## src/rtl/uvs_pkg.sv

```systemverilog
// Package for the UV sphere vertex generator.
// Holds the fixed-point constants, the arctangent table, the queue item types
// and the rounding helper. It depends on nothing.
package uvs_pkg;

	localparam int FRAC_BITS = 15;
	localparam logic [7:0] MAX_SUBDIV = 8'd255;
	localparam logic [7:0] SUBDIV_RESET = 8'd16;

	localparam int QW = 34;
	localparam int DIV_LAT = QW;
	localparam int CORDIC_STEPS = 30;
	localparam int CORDIC_LAT = CORDIC_STEPS + 2;
	localparam int XW = 34;
	localparam logic signed [XW-1:0] CORDIC_ONE = 34'sd652032874;
	localparam int QUEUE_DEPTH = 4;

	localparam logic [31:0] ATAN_TURNS [CORDIC_STEPS] = '{
		32'd536870912, 32'd316933406, 32'd167458907, 32'd85004756, 32'd42667331,
		32'd21354465, 32'd10679838, 32'd5340245, 32'd2670163, 32'd1335087,
		32'd667544, 32'd333772, 32'd166886, 32'd83443, 32'd41722,
		32'd20861, 32'd10430, 32'd5215, 32'd2608, 32'd1304,
		32'd652, 32'd326, 32'd163, 32'd81, 32'd41,
		32'd20, 32'd10, 32'd5, 32'd3, 32'd1
	};

	typedef struct packed {
		logic        oor;
		logic        quad;
		logic [15:0] idx;
		logic [15:0] ca;
		logic [15:0] cb;
		logic [15:0] cc;
		logic [15:0] cd;
	} uvs_side_t;

	typedef struct packed {
		logic [7:0] ring;
		logic [7:0] seg;
		logic [7:0] p;
		uvs_side_t  side;
	} uvs_item_t;

	// Rounds half up with an arithmetic shift, then saturates to Q1.FRAC_BITS.
	function automatic logic [15:0] rnd_sat(input logic signed [65:0] v, input int sh);
		logic signed [65:0] r;
		logic signed [65:0] hi;
		logic signed [65:0] lo;
		logic [15:0] res;
		begin
			hi = (66'sd1 <<< FRAC_BITS) - 66'sd1;
			lo = -(66'sd1 <<< FRAC_BITS);
			if (sh == 0) begin
				r = v;
			end else begin
				r = (v + (66'sd1 <<< (sh - 1))) >>> sh;
			end
			if (r > hi) begin
				res = hi[15:0];
			end else if (r < lo) begin
				res = lo[15:0];
			end else begin
				res = r[15:0];
			end
			return res;
		end
	endfunction

endpackage

```

## src/rtl/uvs_queue.sv

```systemverilog
// Short queue between the front end and the back end.
// Depends on uvs_pkg.
module uvs_queue (
	input  logic              clk,
	input  logic              arst_n,
	input  uvs_pkg::uvs_item_t wr_item,
	input  logic              wr_vld,
	output logic              wr_rdy,
	output uvs_pkg::uvs_item_t rd_item,
	output logic              rd_vld,
	input  logic              rd_pop
);
	import uvs_pkg::*;

	localparam int PW = $clog2(QUEUE_DEPTH);

	uvs_item_t     mem_q [QUEUE_DEPTH];
	logic [PW-1:0] wr_ptr_q;
	logic [PW-1:0] rd_ptr_q;
	logic [PW:0]   cnt_q;
	logic          push;
	logic          pop;

	assign wr_rdy = (cnt_q != QUEUE_DEPTH[PW:0]);
	assign rd_vld = (cnt_q != '0);
	assign push = wr_vld && wr_rdy;
	assign pop = rd_pop && rd_vld;
	assign rd_item = mem_q[rd_ptr_q];

	always_ff @(posedge clk or negedge arst_n) begin
		if (!arst_n) begin
			wr_ptr_q <= '0;
			rd_ptr_q <= '0;
			cnt_q <= '0;
		end else begin
			if (push) begin
				wr_ptr_q <= wr_ptr_q + 1'b1;
			end
			if (pop) begin
				rd_ptr_q <= rd_ptr_q + 1'b1;
			end
			if (push && !pop) begin
				cnt_q <= cnt_q + 1'b1;
			end else if (pop && !push) begin
				cnt_q <= cnt_q - 1'b1;
			end
		end
	end

	always_ff @(posedge clk) begin
		if (push) begin
			mem_q[wr_ptr_q] <= wr_item;
		end
	end

endmodule

```

## config.mk

```make
export PLATFORM = sky130hd
export DESIGN_NAME = uvs_queue
export DESIGN_NICKNAME = d
export VERILOG_FILES = /design/src/rtl/uvs_pkg.sv /design/src/rtl/uvs_queue.sv
export SDC_FILE = /design/constraint.sdc
export NUM_CORES = 1
export LEC_CHECK = 0
export BUFFER_PORTS_ARGS = -buffer_cell sky130_fd_sc_hd__buf_2
export CORE_UTILIZATION = 57
export DETAILED_ROUTE_END_ITERATION = 8
export PLACE_DENSITY = 0.82
export SETUP_SLACK_MARGIN = 0.3
export SYNTH_ARGS = -nofsm -noshare
export SYNTH_HDL_FRONTEND = slang
export SYNTH_SLANG_ARGS = --single-unit
```

## constraint.sdc

```tcl
create_clock -name clk -period 5.18 [get_ports clk]
set_clock_uncertainty 0.2 [all_clocks]
set_input_delay 1.036 -clock clk [delete_from_list [all_inputs] [get_ports clk]]
set_output_delay 1.036 -clock clk [all_outputs]
set_load 0.05 [all_outputs]
```

==> results of run 1 <==
-- power by group --
part           total [mW]  switching, mW  internal (mW)
Sequential           4.91          0.296           4.61
Clock                2.72           1.18           1.54
Combinational        4.64           3.24           1.40
-- final timing paths --
kind                            slack, ns            to  cells after the start        start
min in group clk                     0.33      cnt_q[2]                      1     cnt_q[2]
worst min register to register       0.33      cnt_q[2]                      1     cnt_q[2]
max in group asynchronous            4.45   rd_ptr_q[0]                      1       arst_n
worst max register to register       2.56  mem_q[1][59]                      4     cnt_q[0]
worst min-delay path                 0.15   wr_ptr_q[1]                      1       arst_n
worst max-delay path                 1.29   rd_item[59]                      3  rd_ptr_q[0]
-- sequential cells by signal, indices dropped and copies added, names as in the netlist --
register  count
wr_ptr_q      2
mem_q       424
rd_ptr_q      2
cnt_q         3
-- final cells by class --
type | count | area share
multi-input combinational | 131 | 0.142
clock buffer | 56 | 0.0615
antenna | 2 | 0.000271
tap | 341 | 0.0231
timing repair buffer | 224 | 0.0665
inverter | 3 | 0.000611
sequential | 431 | 0.700
clock inverter | 20 | 0.00550
-- layout by cell type, fill, tap and decap left out --
master      instances
a21boi_2            1
and2_4              4
buf_12              7
buf_2             217
clkbuf_1           12
clkbuf_16          43
clkbuf_8            1
clkinv_1            9
clkinv_2            7
clkinv_4            1
clkinvlp_4          2
dfrtp_1             5
dfrtp_4             2
diode_2             2
edfxtp_1          424
fa_1                1
ha_1                5
inv_1               3
inv_6               1
mux2_2              2
mux4_2            106
nand2_1             2
nand3_1             1
nor2_1              2
or3_1               1
xnor2_1             4
xor2_1              2
-- layer usage --
metal  vias to the layer above  global-route usage  routed length, um
li1                       3047                   -                  -
met1                      3529               0.251              10500
met2                       234               0.336              14000
met3                        39              0.0569               2140
met4                         4              0.0566                461
met5                         -                   0                 26
-- kinds of logic after synthesis --
family                   share of synthesized area
multiplexers                                 0.154
AO/OA/AOI/OAI                             0.000719
buffers and inverters                      0.00990
AND/OR/NAND/NOR                            0.00327
XOR/XNOR                                   0.00335
flip-flops                                   0.824
adder cells (fa/ha/maj)                    0.00527
==> flow_metrics.env, run 1 <==
export IMPL_clk_pin_slew_ns=0.06
export IMPL_slew_viol_final=0
export IMPL_grt_start_max_net_pins=77
export IMPL_cpMaxStageDelayCell="dfrtp_4"
export IMPL_die_y_um=168
export IMPL_holdWs_ns=0.149
export IMPL_yosysWarnings=0
export IMPL_synth_cell_type_count=20
export IMPL_status="finished clean"
export IMPL_min_period_over_period=0.751
export IMPL_multi_input_area_sq_um=2620
export IMPL_min_path_type="primary input to asynchronous set/reset pin"
export IMPL_route_vias_total=6853
export IMPL_drive_gt1_frac=0.455
export IMPL_worst_slack_ns=1.29
export IMPL_io_buffer_count=217
export IMPL_seq_area_sq_um=12900
export IMPL_final_setup_tns_ns=0
export IMPL_max_freq_ghz=0.257
export IMPL_cts_buffers=42
export IMPL_stdcell_count=1208
export IMPL_pre_cts_slack_ns=1.77
export IMPL_fill_cells=1617
export IMPL_gr_total_overflow=0
export IMPL_synth_area_leaders="edfxtp_1 81%, mux4_2 15%, dfrtp_1 1.1%"
export IMPL_antenna_left=0
export IMPL_ys_seq_area_frac=0.824
export IMPL_criticalPathCategory="register to output port"
export IMPL_postPlaceCellArea_sq_um=17200
export IMPL_min_period_ns=3.89
export IMPL_vdd_ir_drop_max_mv=0.454
export IMPL_critical_path_arrival_ns=2.65
export IMPL_synth_common_cells="424 x edfxtp_1, 106 x mux4_2, 13 x buf_2, 7 x dfrtp_1, 6 x clkbuf_1"
export IMPL_synth_main_ff_cell="edfxtp_1"
export IMPL_power_density_nw_per_um2=665
export IMPL_clockBufferDepth=3
export IMPL_die_x_um=168
export IMPL_avgSynthCellArea_sq_um=26.6
export IMPL_synthArstFlopShare=0.0162
export IMPL_layout_nets=949
export IMPL_grt_pass1_vias=7354
export IMPL_core_area_sq_um=27000
export IMPL_synth_top_area_cell="edfxtp_1"
export IMPL_clock_latency_ns=0.52
export IMPL_root_buffer="clkbuf_16"
export IMPL_final_cell_area_sq_um=18400
export IMPL_initial_core_util=0.581
export IMPL_h_tree_depth=2
export IMPL_cts_sinks=431
export IMPL_maxCapViolCount=0
export IMPL_dpl_hpwl_mm=15.8
export IMPL_cts_hold_buffers=0
export IMPL_worstPathMaxFanout=41
export IMPL_synthDominantCellAreaShare=0.813
export IMPL_path_delay_family="flip-flops"
export IMPL_utilization=0.684
export IMPL_crit_buf_inv=2
export IMPL_slowest_delay_ns=0.87
export IMPL_area_growth_pct=17.7
export IMPL_finalWirelength_mm=27.1
export IMPL_ys_ff_latch=431
export IMPL_syn_num_nets=705
export IMPL_drt_pass1_iter_count=5
export IMPL_p_leak_nw=6.27
export IMPL_power_total_mw=12.3
export IMPL_grt_pass1_wl_mm=41.4
export IMPL_synth_edf_count=424
export IMPL_cts_resized=0
export IMPL_synthCells=589
export IMPL_crit_chain="buf_12 > mux4_2 > buf_2"
export IMPL_drtIter0Drc=574
export IMPL_synthesis_area_sq_um=15700
export IMPL_gp_congestion=0.693
export IMPL_setup_viol=0
export IMPL_rows=60
export IMPL_synth_most_common_cell="edfxtp_1"
export IMPL_ioPinCount=218
export IMPL_cts_tree="done"
export IMPL_via_per_inst=5.67
export IMPL_route_detailed_drc=0
export IMPL_antenna_found_initial=4
export IMPL_placed_cells=1130
export IMPL_grt_util_all_layers=0.198
export IMPL_dieArea_sq_um=28200
export IMPL_slew_headroom=0.409
export IMPL_end_kind="output port"
export IMPL_start_kind="register"
export IMPL_required_ns=3.94
export IMPL_worst_slew_pin_transition_ns=0.887
export IMPL_rsz0062_at_grt="no"
export IMPL_wl_per_cell_um=22.5
export IMPL_cts_setup_buffers=0
export IMPL_hold_violations=0
(Power assumes the default switching activity.)
==> run 2, diff against run 1 <==
==> constraint.sdc (replaced) <==
create_clock -name clk -period 3.7 [get_ports clk]
set_clock_uncertainty 0.2 [all_clocks]
set_input_delay 0.74 -clock clk [delete_from_list [all_inputs] [get_ports clk]]
set_output_delay 0.74 -clock clk [all_outputs]
set_load 0.05 [all_outputs]
==> flow_metrics.env, run 2 (synthesis gave the netlist of run 1 again) <==
export IMPL_status="finished clean"
export IMPL_route_vias_total=7017
export IMPL_ioPinCount=218
export IMPL_wl_per_cell_um=23.0
export IMPL_root_buffer="clkbuf_16"
export IMPL_final_cell_area_sq_um=18700
export IMPL_dpl_hpwl_mm=17.1
export IMPL_cts_tree="done"
export IMPL_grt_pass1_vias=7635
export IMPL_finalWirelength_mm=28.2
export IMPL_largest_register="mem_q"
export IMPL_critical_path_arrival_ns=2.29
export IMPL_cts_buffers=43
export IMPL_worst_slew_pin_transition_ns=0.544
export IMPL_final_setup_tns_ns=0
export IMPL_required_ns=2.76
export IMPL_antenna_found_initial=4
export IMPL_power_density_nw_per_um2=940
export IMPL_clock_power_share=0.230
export IMPL_wl_met3_mm=2.04
export IMPL_postPlaceCellArea_sq_um=17300
export IMPL_reg_top3="mem_q (424), cnt_q (3)"
export IMPL_clockBufferDepth=3
export IMPL_initial_core_util=0.581
export IMPL_layout_nets=964
export IMPL_route_top_layer_used="met4"
export IMPL_criticalPathCategory="register to output port"
export IMPL_worstPathMaxFanout=39
export IMPL_seq_area_sq_um=12900
export IMPL_p_leak_nw=6.40
export IMPL_p_sw_frac=0.382
export IMPL_clk_pin_slew_ns=0.06
export IMPL_io_buffer_count=217
export IMPL_dieArea_sq_um=28200
export IMPL_min_period_ns=3.23
export IMPL_dr_wl_met2_mm=14.9
export IMPL_setup_viol=0
export IMPL_switchingPower_mw=6.69
export IMPL_die_y_um=168
export IMPL_rows=60
export IMPL_h_tree_depth=2
export IMPL_start_kind="register"
export IMPL_area_growth_pct=19.1
export IMPL_via_per_inst=5.72
export IMPL_r2r_slack_ns=1.32
export IMPL_final_common_cell="edfxtp_1"
export IMPL_clock_latency_ns=0.52
export IMPL_power_share_combinational=0.387
export IMPL_end_kind="output port"
export IMPL_max_freq_ghz=0.310
export IMPL_antenna_left=0
export IMPL_drive_gt1_frac=0.471
export IMPL_vdd_ir_drop_max_mv=0.684
export IMPL_grt_pass1_wl_mm=43.7
export IMPL_slew_headroom=0.637
export IMPL_maxCapViolCount=0
export IMPL_cts_sinks=431
export IMPL_mostFrequentLayoutCells="424 x edfxtp_1, 217 x buf_2, 106 x mux4_2"
export IMPL_gr_total_overflow=0
export IMPL_grt_util_all_layers=0.210
export IMPL_rsz0062_at_grt="no"
export IMPL_gp_congestion=0.707
export IMPL_fill_cells=1593
export IMPL_hold_violations=0
export IMPL_p_int_mw=10.9
export IMPL_die_x_um=168
export IMPL_min_period_over_period=0.873
export IMPL_drtIter0Drc=606
export IMPL_wl_met1_mm=10.7
export IMPL_core_area_sq_um=27000
export IMPL_slew_viol_final=0
export IMPL_multi_input_area_sq_um=2620
export IMPL_largest_reg_flops=424
export IMPL_seqPwrFrac=0.383
export IMPL_route_detailed_drc=0
export IMPL_min_path_type="primary input to register"
export IMPL_grt_start_max_net_pins=76
export IMPL_drt_pass1_iter_count=4
==> run 2: changes by cell type in the layout (fill, tap and decap cells not counted), sizes merged <==
cell | before | now
buf | 224 | 237
clkbuf | 56 | 58
clkinv | 17 | 15
diode | 2 | 4
bufinv | 0 | 1
clkinvlp | 2 | 3
dlygate4sd3 | 0 | 1
==> run 2: per-stage QoR <==
stage / setup WS, ns / hold slack [ns] / cells / total power, mW / util
6_report: 0.470 / 0.225 / 1226 / 17.5 / 0.693
5_1_grt: 0.334 / 0.210 / 1225 / 18.2 / 0.692
4_1_cts: 0.412 / 0.205 / 1222 / 17.7 / 0.692
3_5_place_dp: 0.859 / 0.316 / 1142 / 13.7 / 0.642
3_3_place_gp: 0.851 / 0.317 / 1142 / 13.6 / 0.642
2_1_floorplan: 0.699 / 0.244 / 589 / 12.1 / -
==> run 2: layer usage <==
layer,vias up,track usage
met5,-,0
met4,0,0.0658
met3,48,0.0524
met2,250,0.354
met1,3643,0.271
li1,3076,-
==> run 2: worst max-delay path, cell delays in order (launching register included) <==
cell     delay [ns]
dfrtp_4        0.59
buf_12         0.34
mux4_2         0.58
buf_2          0.23
==> run 2: final timing paths <==
check                       startpoint            to  depth (start not counted)
setup / recovery           rd_ptr_q[0]  rd_item[103]                          3
hold / removal             wr_item[83]  mem_q[0][83]                          1
setup reg to reg              cnt_q[0]  mem_q[3][75]                          4
hold reg to reg               cnt_q[2]      cnt_q[2]                          1
max in group asynchronous       arst_n   rd_ptr_q[1]                          2
min in group asynchronous       arst_n   wr_ptr_q[0]                          2
==> run 2: power groups by stage <==
stage | clock (mW) | combinational, mW | sequential [mW]
finish | 4.04 | 6.78 | 6.72
global route | 4.30 | 7.12 | 6.80
CTS | 4.12 | 6.88 | 6.74
detailed placement | 0 | 6.81 | 6.85
global placement | 0 | 6.76 | 6.79
floorplan | 0 | 5.34 | 6.72
==> run 2: final cells by class <==
cell class	count	share of cell area
antenna	4	0.000536
clock buffer	58	0.0646
clock inverter	20	0.00697
inverter	3	0.000603
multi-input combinational	131	0.140
sequential	431	0.692
tap	341	0.0229
timing repair buffer	238	0.0723
==> run 2: timing repair <==
item / in CTS / in global routing
hold buffers: 1 / 0
setup buffers: 1 / 0
endpoints found under the hold margin: 7 / 0
resized for setup: 0 / 0
setup endpoints to repair: 14 / 0
