## config.mk

```make
export PLATFORM = sky130hd
export DESIGN_NAME = uvs_front_flat
export DESIGN_NICKNAME = d
export VERILOG_FILES = /design/src/rtl/uvs_pkg.sv /design/src/rtl/uvs_if.sv /design/src/rtl/uvs_front.sv /design/src/flat_wrapper.sv
export SDC_FILE = /design/constraint.sdc
export NUM_CORES = 1
export LEC_CHECK = 0
export ABC_AREA = 1
export BUFFER_PORTS_ARGS = -buffer_cell sky130_fd_sc_hd__buf_2
export CAP_MARGIN = 20
export CORE_AREA = 2 2 92 183
export CTS_BUF_LIST = sky130_fd_sc_hd__clkbuf_4 sky130_fd_sc_hd__clkbuf_8
export CTS_CLUSTER_SIZE = 40
export DETAILED_ROUTE_END_ITERATION = 16
export DIE_AREA = 0 0 94 185
export PLACE_DENSITY = 0.8
export SLEW_MARGIN = 10
export SYNTH_ARGS = -nofsm -noshare
export SYNTH_HDL_FRONTEND = slang
export SYNTH_SLANG_ARGS = --single-unit
```

## constraint.sdc

```tcl
create_clock -name clk -period 5.7 [get_ports clk]
set_input_delay 1.14 -clock clk [delete_from_list [all_inputs] [get_ports clk]]
set_output_delay 1.14 -clock clk [all_outputs]
set_load 0.01 [all_outputs]
```

## src/rtl/uvs_pkg.sv

```systemverilog
// Package for the UV sphere vertex generator.
// Holds the fixed-point constants, the arctangent table, the queue item types
// and the rounding helper. It depends on nothing.
package uvs_pkg;

	localparam int FRAC_BITS = 15;
	localparam logic [7:0] MAX_SUBDIV = 8'd255;
	localparam logic [7:0] SUBDIV_RESET = 8'd16;

	localparam int QW = 34;
	localparam int DIV_LAT = QW;
	localparam int CORDIC_STEPS = 30;
	localparam int CORDIC_LAT = CORDIC_STEPS + 2;
	localparam int XW = 34;
	localparam logic signed [XW-1:0] CORDIC_ONE = 34'sd652032874;
	localparam int QUEUE_DEPTH = 4;

	localparam logic [31:0] ATAN_TURNS [CORDIC_STEPS] = '{
		32'd536870912, 32'd316933406, 32'd167458907, 32'd85004756, 32'd42667331,
		32'd21354465, 32'd10679838, 32'd5340245, 32'd2670163, 32'd1335087,
		32'd667544, 32'd333772, 32'd166886, 32'd83443, 32'd41722,
		32'd20861, 32'd10430, 32'd5215, 32'd2608, 32'd1304,
		32'd652, 32'd326, 32'd163, 32'd81, 32'd41,
		32'd20, 32'd10, 32'd5, 32'd3, 32'd1
	};

	typedef struct packed {
		logic        oor;
		logic        quad;
		logic [15:0] idx;
		logic [15:0] ca;
		logic [15:0] cb;
		logic [15:0] cc;
		logic [15:0] cd;
	} uvs_side_t;

	typedef struct packed {
		logic [7:0] ring;
		logic [7:0] seg;
		logic [7:0] p;
		uvs_side_t  side;
	} uvs_item_t;

	// Rounds half up with an arithmetic shift, then saturates to Q1.FRAC_BITS.
	function automatic logic [15:0] rnd_sat(input logic signed [65:0] v, input int sh);
		logic signed [65:0] r;
		logic signed [65:0] hi;
		logic signed [65:0] lo;
		logic [15:0] res;
		begin
			hi = (66'sd1 <<< FRAC_BITS) - 66'sd1;
			lo = -(66'sd1 <<< FRAC_BITS);
			if (sh == 0) begin
				r = v;
			end else begin
				r = (v + (66'sd1 <<< (sh - 1))) >>> sh;
			end
			if (r > hi) begin
				res = hi[15:0];
			end else if (r < lo) begin
				res = lo[15:0];
			end else begin
				res = r[15:0];
			end
			return res;
		end
	endfunction

endpackage

```

## src/rtl/uvs_if.sv

```systemverilog
// Channel interfaces of the UV sphere vertex generator.
// Grid point input, vertex output and subdivision configuration write.
// Depends on nothing.
interface uvs_pt_if;
	logic       valid;
	logic       ready;
	logic [7:0] ring;
	logic [7:0] segment;
	modport source(output valid, ring, segment, input ready);
	modport sink(input valid, ring, segment, output ready);
endinterface


interface uvs_cfg_if;
	logic       valid;
	logic       ready;
	logic [7:0] subdivisions;
	modport source(output valid, subdivisions, input ready);
	modport sink(input valid, subdivisions, output ready);
endinterface

```

## src/rtl/uvs_front.sv

```systemverilog
// Front end: holds the subdivision register, accepts grid points, classifies them
// and computes the vertex and quad corner indices.
// Depends on uvs_pkg and uvs_if.
module uvs_front (
	input  logic              clk,
	input  logic              arst_n,
	uvs_pt_if.sink            pt,
	uvs_cfg_if.sink           cfg,
	output uvs_pkg::uvs_item_t item,
	output logic              item_vld,
	input  logic              item_rdy
);
	import uvs_pkg::*;

	logic [7:0]  subdiv_q;
	logic [7:0]  p;
	logic        oor;
	logic        quad;
	logic [16:0] idx_full;
	logic [15:0] idx;
	uvs_item_t   nxt;
	uvs_item_t   item_s1;
	logic        vld_s1;
	logic        acc;

	assign cfg.ready = 1'b1;

	always_ff @(posedge clk or negedge arst_n) begin
		if (!arst_n) begin
			subdiv_q <= SUBDIV_RESET;
		end else if (cfg.valid) begin
			subdiv_q <= cfg.subdivisions;
		end
	end

	always_comb begin
		p = subdiv_q;
		if (p == 8'd0) begin
			p = 8'd1;
		end
		if (p > MAX_SUBDIV) begin
			p = MAX_SUBDIV;
		end
		oor = (pt.ring > p) || (pt.segment > p);
		quad = !oor && (pt.ring < p) && (pt.segment < p);
		idx_full = {9'd0, pt.ring} * ({9'd0, p} + 17'd1) + {9'd0, pt.segment};
		idx = idx_full[15:0];
		nxt = '0;
		nxt.ring = pt.ring;
		nxt.seg = pt.segment;
		nxt.p = p;
		nxt.side.oor = oor;
		if (!oor) begin
			nxt.side.idx = idx;
		end
		if (quad) begin
			nxt.side.quad = 1'b1;
			nxt.side.ca = idx;
			nxt.side.cb = idx + 16'd1;
			nxt.side.cc = idx + {8'd0, p} + 16'd1;
			nxt.side.cd = idx + {8'd0, p} + 16'd2;
		end
	end

	assign pt.ready = !vld_s1 || item_rdy;
	assign acc = pt.valid && pt.ready;

	always_ff @(posedge clk or negedge arst_n) begin
		if (!arst_n) begin
			vld_s1 <= 1'b0;
		end else if (acc) begin
			vld_s1 <= 1'b1;
		end else if (item_rdy) begin
			vld_s1 <= 1'b0;
		end
	end

	always_ff @(posedge clk) begin
		if (acc) begin
			item_s1 <= nxt;
		end
	end

	assign item = item_s1;
	assign item_vld = vld_s1;

endmodule

```

## src/flat_wrapper.sv

```systemverilog
// flat-port wrapper written by rule: the top's interface ports become plain ports
module uvs_front_flat import uvs_pkg::*;
  (clk, arst_n, item, item_vld, item_rdy, pt_valid, pt_ring, pt_segment, pt_ready, cfg_valid, cfg_subdivisions, cfg_ready);
  uvs_pt_if pt_i ();
  uvs_cfg_if cfg_i ();
  input  logic clk;
  input  logic arst_n;
  output uvs_pkg::uvs_item_t item;
  output logic item_vld;
  input  logic item_rdy;
  input wire logic [$bits(pt_i.valid)-1:0] pt_valid;
  input wire logic [$bits(pt_i.ring)-1:0] pt_ring;
  input wire logic [$bits(pt_i.segment)-1:0] pt_segment;
  output wire logic [$bits(pt_i.ready)-1:0] pt_ready;
  input wire logic [$bits(cfg_i.valid)-1:0] cfg_valid;
  input wire logic [$bits(cfg_i.subdivisions)-1:0] cfg_subdivisions;
  output wire logic [$bits(cfg_i.ready)-1:0] cfg_ready;
  assign pt_i.valid = pt_valid;
  assign pt_i.ring = pt_ring;
  assign pt_i.segment = pt_segment;
  assign pt_ready = pt_i.ready;
  assign cfg_i.valid = cfg_valid;
  assign cfg_i.subdivisions = cfg_subdivisions;
  assign cfg_ready = cfg_i.ready;
  uvs_front u_core (.clk(clk), .arst_n(arst_n), .pt(pt_i), .cfg(cfg_i), .item(item), .item_vld(item_vld), .item_rdy(item_rdy));
endmodule
```

==> results.txt, run 1 <==
In this run the worst setup path begins at u_core.subdiv_q[0]. The row count was 66; the number of H-tree branching levels was 4. The tree built by TritonCTS fans out to 115 sinks. The adder-cell share of the synthesized area was 21.3%. By area, the combinational part of the netlist is dominated by simple AND/OR/NAND/NOR gates. Compared with the post-synthesis result, the final layout area differs by 36.9%. Of the available clock period, the critical path in the final layout requires 107%. Setup violations remaining at the end of the flow were counted as 19.

The multi-input combinational cells in the finished layout cover a total of 5000 um^2. The tools report the achievable clock frequency as 164 MHz. Count of unresolved DRC violations after routing: 0. The Yosys step of the flow raised 0 warnings.

For the sequential share of the synthesized area, the log shows 40.2%. The largest individual stage delay along the critical path comes from the cell sky130_fd_sc_hd__fa_1. The tools report the reg-to-reg setup timing slack as -0.42 ns. For this run, the detailed router's first-pass iteration total came to 6. Detailed routing inserted a total of 7843 vias. The post-synthesis xor/xnor area fraction was 2.33%; the final layout net count was 1387.

The run gives 5.89 ns as the data required time of the critical path. The worst setup path is launched from a register. The number of buffers created by CTS was 17.

From left edge to right edge, the die measures 94 um. The clock-pin slew reported for the worst setup and hold paths after clock tree synthesis came out at 0.07 ns. Measured along the y axis, the die boundary spans 185 um.

The reg-to-reg critical path endpoint is u_core.item[29]. Max-cap violations in this run came to 0. The synthesized flop and latch total is 115.

A synthesized cell averages 8.90 um^2. At the pin with the least slew margin, the transition time is 1.12 ns. The final count of hold timing violations was 0; the least setup slack across all paths after layout was -0.416 ns.

The tools report the via count of the first global-routing pass as 7953. Final weighted congestion in routability-driven placement: 0.967. TritonCTS built the clock tree.

The routed design could run at a clock period as short as 6.12 ns. After the first detailed-routing iteration, the DRC count stood at 696. The launching point of the worst reg2reg path was u_core.subdiv_q[0].

The synthesized-area fraction occupied by ao, oa, aoi and oai cells was 4.43%; the sequential cell area in the final layout was 3410 um^2. The via density per instance is 5.37. The most numerous cell type found on the critical path is sky130_fd_sc_hd__nor2_4. The run gives 6.31 ns as the arrival time of the worst setup path.

The overall fraction of global-route tracks in use is 28.0%, and the worst slew margin relative to its limit is 25.5%. The number of antenna diodes in the final layout is 0. The multiplexer share of the synthesized area is 0.118%. Cells with a size suffix above 1 make up 40.5% of the layout.

The final-report max-slew violation count is 0. Synthesis instantiated 40 different standard cells from the library. The kind of end point of the critical path was a register. The run gives 17400 um^2 as the area enclosed by the die boundary. The tree is rooted in a sky130_fd_sc_hd__clkbuf_8. Setup repair after global routing could not meet its margin everywhere. In this run the worst setup path terminates at u_core.item[29].

After global routing the overflow that remains totals 0. For this run, the share of the core covered by cells in the final layout is 72.1%. The path class of the tightest hold or removal check is input pin to asynchronous set/reset pin. The latest clock arrival within the worst-skew pair came out at 0.46 ns. Once detail routing completed, the nets flagged for antenna violations numbered 0. The run gives 0 as the number of antenna violations at the first check in global routing. The worst setup path is of the register to register kind. The tools report the wire length reported by the detailed router as 25400 um. The final reports fail on setup timing. Counting every net in the synthesized netlist gives 1095. The count of input and output buffers works out to 136. The first global-routing pass estimated 37400 um of wire.

The layout has 1104 filler cells. The cell area that synthesis handed to floorplanning was 8480 um^2. The worst register-to-register path has a depth of 34. The tools report the HPWL after detailed placement as 17500 um. The peak per-stage delay on the critical path was 0.59 ns.

The tightest hold path in the finished design has a slack of 0.529 ns. The largest fanout on the critical path is 4, and the total core area is 16100 um^2. The number of hold buffers added after CTS was 0.

138 I/O pins were placed. The longest clock path from root to sink contains 2 buffers. The initial utilization of the core area, before any placement, comes to 52.6%. The flow ran to the end, but the final reports show violations. After technology mapping, the gate count stands at 952. The average wire length per cell after detail routing is 17.4 um, and the final worst clock skew is 0.0187 ns. The largest net degree at the start of global routing is 49, and the post-synthesis simple-gate area fraction is 23.0%.
how the worst min path moves through the flow:
stage,from,end,slack [ns]
4_1_cts,arst_n,u_core.subdiv_q[7],0.52
5_1_grt,arst_n,u_core.subdiv_q[5],0.53
6_report,arst_n,u_core.subdiv_q[5],0.53
2_1_floorplan,u_core.subdiv_q[2],u_core.item[84],0.53
3_5_place_dp,u_core.subdiv_q[2],u_core.item[84],0.58
3_3_place_gp,u_core.item_vld,u_core.item_vld,0.55
cell families (layout without fill, tap and decap cells):
family,count (synthesis),count (layout)
muxes,1,1
other,1,1
adders and majority gates,114,114
xor gates and xnor gates,20,20
buffers and inverters,192,497
DFF,115,115
and+or+nand+nor,439,439
AOI/OAI and AO/OA,70,70
critical path, delay by kind of cell (launching register included):
family	cells	cell delay, ns
adders and majority gates	6	2.66
buffers and inverters	6	0.48
and+or+nand+nor	22	2.33
DFF	1	0.39
layout make-up:
class | count | area share, %
multi-input cells | 645 | 43.1
repair buffers | 290 | 16.1
flip-flops and latches | 115 | 29.4
clock buffers | 19 | 2.15
well taps | 204 | 2.20
clock inverters | 13 | 1.37
inverters | 175 | 5.66
placed cells by master, fill, tap and decap left out, types with 28 or more instances in the layout:
cell type,netlist,final
sky130_fd_sc_hd__buf_4,2,145
sky130_fd_sc_hd__buf_2,0,136
sky130_fd_sc_hd__nand2_2,21,47
sky130_fd_sc_hd__inv_1,171,149
sky130_fd_sc_hd__fa_1,50,49
sky130_fd_sc_hd__edfxtp_1,106,106
sky130_fd_sc_hd__nor2_1,139,116
sky130_fd_sc_hd__ha_1,64,53
sky130_fd_sc_hd__nand2_1,194,158
sky130_fd_sc_hd__a21oi_1,34,28
per-stage QoR:
stage	setup TNS, ns	instances	worst slack (ns)	cell area [um^2]
finish	-4.77	1461	-0.416	11600
detailed placement	-6.06	1405	-0.432	10400
global route	-9.37	1461	-0.652	11600
global placement	-3.71	1405	-0.343	10400
CTS	-0.939	1445	-0.145	11000
floorplan	-0.0654	952	-0.0305	8550
registers in the layout, summed over array words and instances (netlist names):
signal / cells
u_core.item: 106
u_core.subdiv_q: 8
u_core.item_vld: 1
synthesized netlist by cell type:
master	count	area [um^2]
sky130_fd_sc_hd__nand2_1	194	728
sky130_fd_sc_hd__inv_1	171	642
sky130_fd_sc_hd__nor2_1	139	522
sky130_fd_sc_hd__edfxtp_1	106	3180
sky130_fd_sc_hd__ha_1	64	801
sky130_fd_sc_hd__fa_1	50	1000
sky130_fd_sc_hd__nand3_1	35	175
sky130_fd_sc_hd__a21oi_1	34	170
sky130_fd_sc_hd__o21ai_0	24	120
sky130_fd_sc_hd__nand2_2	21	131
sky130_fd_sc_hd__nor2_2	15	93.8
sky130_fd_sc_hd__clkbuf_1	14	52.6
sky130_fd_sc_hd__xor2_1	11	96.3
sky130_fd_sc_hd__nand4_1	10	62.6
sky130_fd_sc_hd__dfrtp_1	8	200
sky130_fd_sc_hd__nand3_2	7	70.1
sky130_fd_sc_hd__xnor2_1	6	52.6
sky130_fd_sc_hd__inv_2	4	15.0
sky130_fd_sc_hd__nand2_4	4	45.0
sky130_fd_sc_hd__nor2_4	3	33.8
sky130_fd_sc_hd__nor3_1	3	15.0
sky130_fd_sc_hd__o211ai_1	3	22.5
sky130_fd_sc_hd__o21ai_1	3	15.0
sky130_fd_sc_hd__xor2_2	3	48.8
sky130_fd_sc_hd__a22o_1	2	17.5
sky130_fd_sc_hd__buf_4	2	15.0
sky130_fd_sc_hd__nand3b_1	2	15.0
sky130_fd_sc_hd__o21a_1	2	15.0
sky130_fd_sc_hd__a21oi_2	1	8.76
sky130_fd_sc_hd__a31oi_1	1	6.26
sky130_fd_sc_hd__buf_1	1	3.75
sky130_fd_sc_hd__conb_1	1	3.75
sky130_fd_sc_hd__dfstp_2	1	26.3
sky130_fd_sc_hd__mux2i_1	1	10.0
sky130_fd_sc_hd__nand4_2	1	12.5
sky130_fd_sc_hd__nor3_2	1	10.0
sky130_fd_sc_hd__nor3_4	1	16.3
sky130_fd_sc_hd__nor3b_1	1	7.51
sky130_fd_sc_hd__nor4_1	1	6.26
sky130_fd_sc_hd__or2_2	1	6.26
timing repair:
item                                    CTS  global route
gates resized for setup                  40           121
endpoints found under the setup margin   20            28
endpoints found under the hold margin     0             0
setup buffers                             8            16
pin swaps                                49            64
metal layers:
metal | track usage, % | part of all wire [%] | up-vias
met1 | 30.2 | 35 | 3730
met3 | 5.00 | 6.2 | 103
met2 | 51.7 | 54 | 411
met5 | 0 | 0 | -
met4 | 13.0 | 5.1 | 0
li1 | - | - | 3599
Power of run 1 is left out: the tool's default activity adds up to more than one toggle a clock period on the data nets, which glitch-free logic cannot reach.
==> inputs of run 2 (changes only) <==
BUFFER_PORTS_ARGS = -buffer_cell sky130_fd_sc_hd__buf_4   (was -buffer_cell sky130_fd_sc_hd__buf_2)
==> results.txt, run 2 (synthesis results as in run 1) <==
The flow ran to the end, but the final reports show violations. The checks that failed: setup timing. Including well taps, the total number of placed cells is 1402.

By startpoint and endpoint, the worst setup path is classified as register to register. For the total core area, the log shows 16100 um^2. At the pin with the least slew margin, the transition time is 0.810 ns.

The first detailed-routing pass ran for 7 iterations. Of all nets on the critical path, the largest fanout is 4. The die span in y is 185 um. The run gives 7665 as the via count of the first global-routing pass.

On the worst path, the slowest cell contributes a delay of 0.53 ns. Static timing analysis puts the maximum clock frequency at 164 MHz. Summing all flip-flop and latch instances after layout gives 3410 um^2.

The reported max-cap violation count came out at 0. Worst hold path class: input pin to asynchronous set/reset pin. The number of cells in the finished layout apart from fillers was 1459. After legalization and detailed placement, the total HPWL measured 17300 um.

Buffers inserted to repair hold after CTS numbered 0. The final count of hold timing violations was 0; the latest clock arrival within the worst-skew pair was 0.46 ns. The worst register-to-register path begins at u_core.subdiv_q[1]. Subtracting the final worst setup slack from the clock period gives 6.11 ns. The sink count of the clock tree was 115; the largest net degree at the start of global routing was 64. Startpoint of the most critical setup path: u_core.subdiv_q[1].

Area growth from synthesis to layout: 40.6%. The tools report the post-detailed-route count of antenna-violating nets as 0. The logs give 66 for the row count and 4950 um^2 for the area of combinational cells with multiple inputs. The count of unresolved DRC violations after routing is 0, and the count of input and output buffers is 136. For the utilization after layout, the log shows 74.0%.

In this run the deepest clock path goes through 2 buffers. The number of flip-flops under the largest register name is 106, and the final-report max-slew violation count is 0. The reg-to-reg critical path endpoint was u_core.item[29]. After detailed routing, the total wire length is 24600 um. The number of H-tree branching levels came out at 4. For the global-route wire length before repair, the log shows 36300 um. Setup violations remaining at the end of the flow were counted as 16.

The logs give -0.406 ns for the least setup slack across all paths after layout and 6.32 ns for the arrival time of the worst setup path. The run gives 0 as the number of antenna violations at the first check in global routing. Via density per instance: 5.32.

Measured against its own limit, the worst slew margin works out to 46.0%. In the final routed layout, each cell accounts on average for 16.9 um. The routed layout has 7768 vias. Timing analysis after detailed placement gives a worst setup slack of -0.466 ns. Measured in cells, the most critical reg-to-reg path has a length of 39. Number of violations reported at the end of detailed-routing iteration 0: 733. STA classifies the critical path endpoint as a register. During I/O placement, the number of pins put on the boundary was 138. The tree is rooted in a sky130_fd_sc_hd__clkbuf_8. Setup repair after global routing could not meet its margin everywhere. The data required time of the critical path is 5.91 ns, and the ratio of cells with drive above 1 in the final layout is 40.1%. In the layout the commonest cells are 282 x sky130_fd_sc_hd__buf_4, 158 x sky130_fd_sc_hd__nand2_1, 150 x sky130_fd_sc_hd__inv_1, 116 x sky130_fd_sc_hd__nor2_1, 106 x sky130_fd_sc_hd__edfxtp_1. The initial utilization of the core area, before any placement, comes to 52.6%. Highest-delay cell along the critical path: sky130_fd_sc_hd__fa_1. The global route total overflow was 0. In this run the horizontal extent of the chip is 94 um.

TritonCTS built the clock tree. The tools report the reg-to-reg setup timing slack as -0.41 ns. At the end of routability-driven placement, the weighted congestion stood at 0.926. Across every metal layer, demand over resource in global routing totals 27.3%. The floorplan step defined a die boundary enclosing 17400 um^2. The run gives 0.486 ns as the worst slack on hold paths. Of the available clock period, the critical path in the final layout requires 107%.

The nature of the critical path startpoint was a register. Clock-pin slew reported for the worst setup and hold paths after clock tree synthesis: 0.08 ns. The commonest non-fill, non-tap cell in the layout was sky130_fd_sc_hd__buf_4. Number of buffers created by CTS: 17. For the final layout net count, the log shows 1386.

The count of fill cells added during filler insertion was 1059; the total inserted antenna cells was 0. For the final database, setup skew stands at 0.0158 ns.
[run 2: cell types whose count changed in the layout (fill, tap and decap cells not counted), moves of 3 or more]
cell                      previous run  this run
sky130_fd_sc_hd__buf_2             136         0
sky130_fd_sc_hd__buf_4             145       282
sky130_fd_sc_hd__buf_6               9         6
sky130_fd_sc_hd__nor2_2             20        23
sky130_fd_sc_hd__nor2_4             21        18
sky130_fd_sc_hd__nor3_4              4         1
sky130_fd_sc_hd__o21ai_1             6        10
sky130_fd_sc_hd__o21ai_2             6         2
[run 2: final cells by class]
cell class	count	share of cell area, %
inverter	175	5.51
clock inverter	14	1.76
sequential	115	28.6
clock buffer	17	1.96
tap	204	2.14
timing repair buffer	289	18.5
multi-input combinational	645	41.5
[run 2: through the flow]
| stage | setup TNS [ns] | area, um^2 |
|---|---|---|
| global placement | -4.15 | 10700 |
| global route | -9.03 | 11900 |
| floorplan | -0.0654 | 8550 |
| finish | -4.26 | 11900 |
| detailed placement | -6.03 | 10700 |
| CTS | -1.80 | 11300 |
[run 2: critical path: cells and delay by family (launching register included)]
family                   cells  cell delay (ns)
XOR/XNOR                     1             0.15
flip-flops                   1             0.38
buffers and inverters       11             0.78
adder cells (fa/ha/maj)      6             2.64
AND/OR/NAND/NOR             21             1.88
[run 2: what timing repair did]
action | in CTS | in global routing
resized for setup | 23 | 125
endpoints found under the setup margin | 17 | 30
buffers inserted | 9 | 17
pin swaps | 28 | 62
hold endpoints to repair | 0 | 0
[run 2: worst max path at each step]
stage / end / slack (ns)
after floorplan: u_core.item[31] / -0.03
after global placement: u_core.item[31] / -0.34
after detailed placement: u_core.item[13] / -0.47
after CTS: u_core.item[13] / -0.19
after global routing: u_core.item[29] / -0.65
final: u_core.item[29] / -0.41
[run 2: metal layers]
| layer | vias to the layer above | global-route usage, % | part of all wire (%) |
|---|---|---|---|
| met2 | 353 | 49.6 | 53 |
| met3 | 102 | 5.04 | 5.8 |
| met1 | 3720 | 29.9 | 36 |
| met5 | - | 0 | 0 |
| met4 | 0 | 13.2 | 5.3 |
| li1 | 3593 | - | - |
Power of run 2 is left out for the same reason.
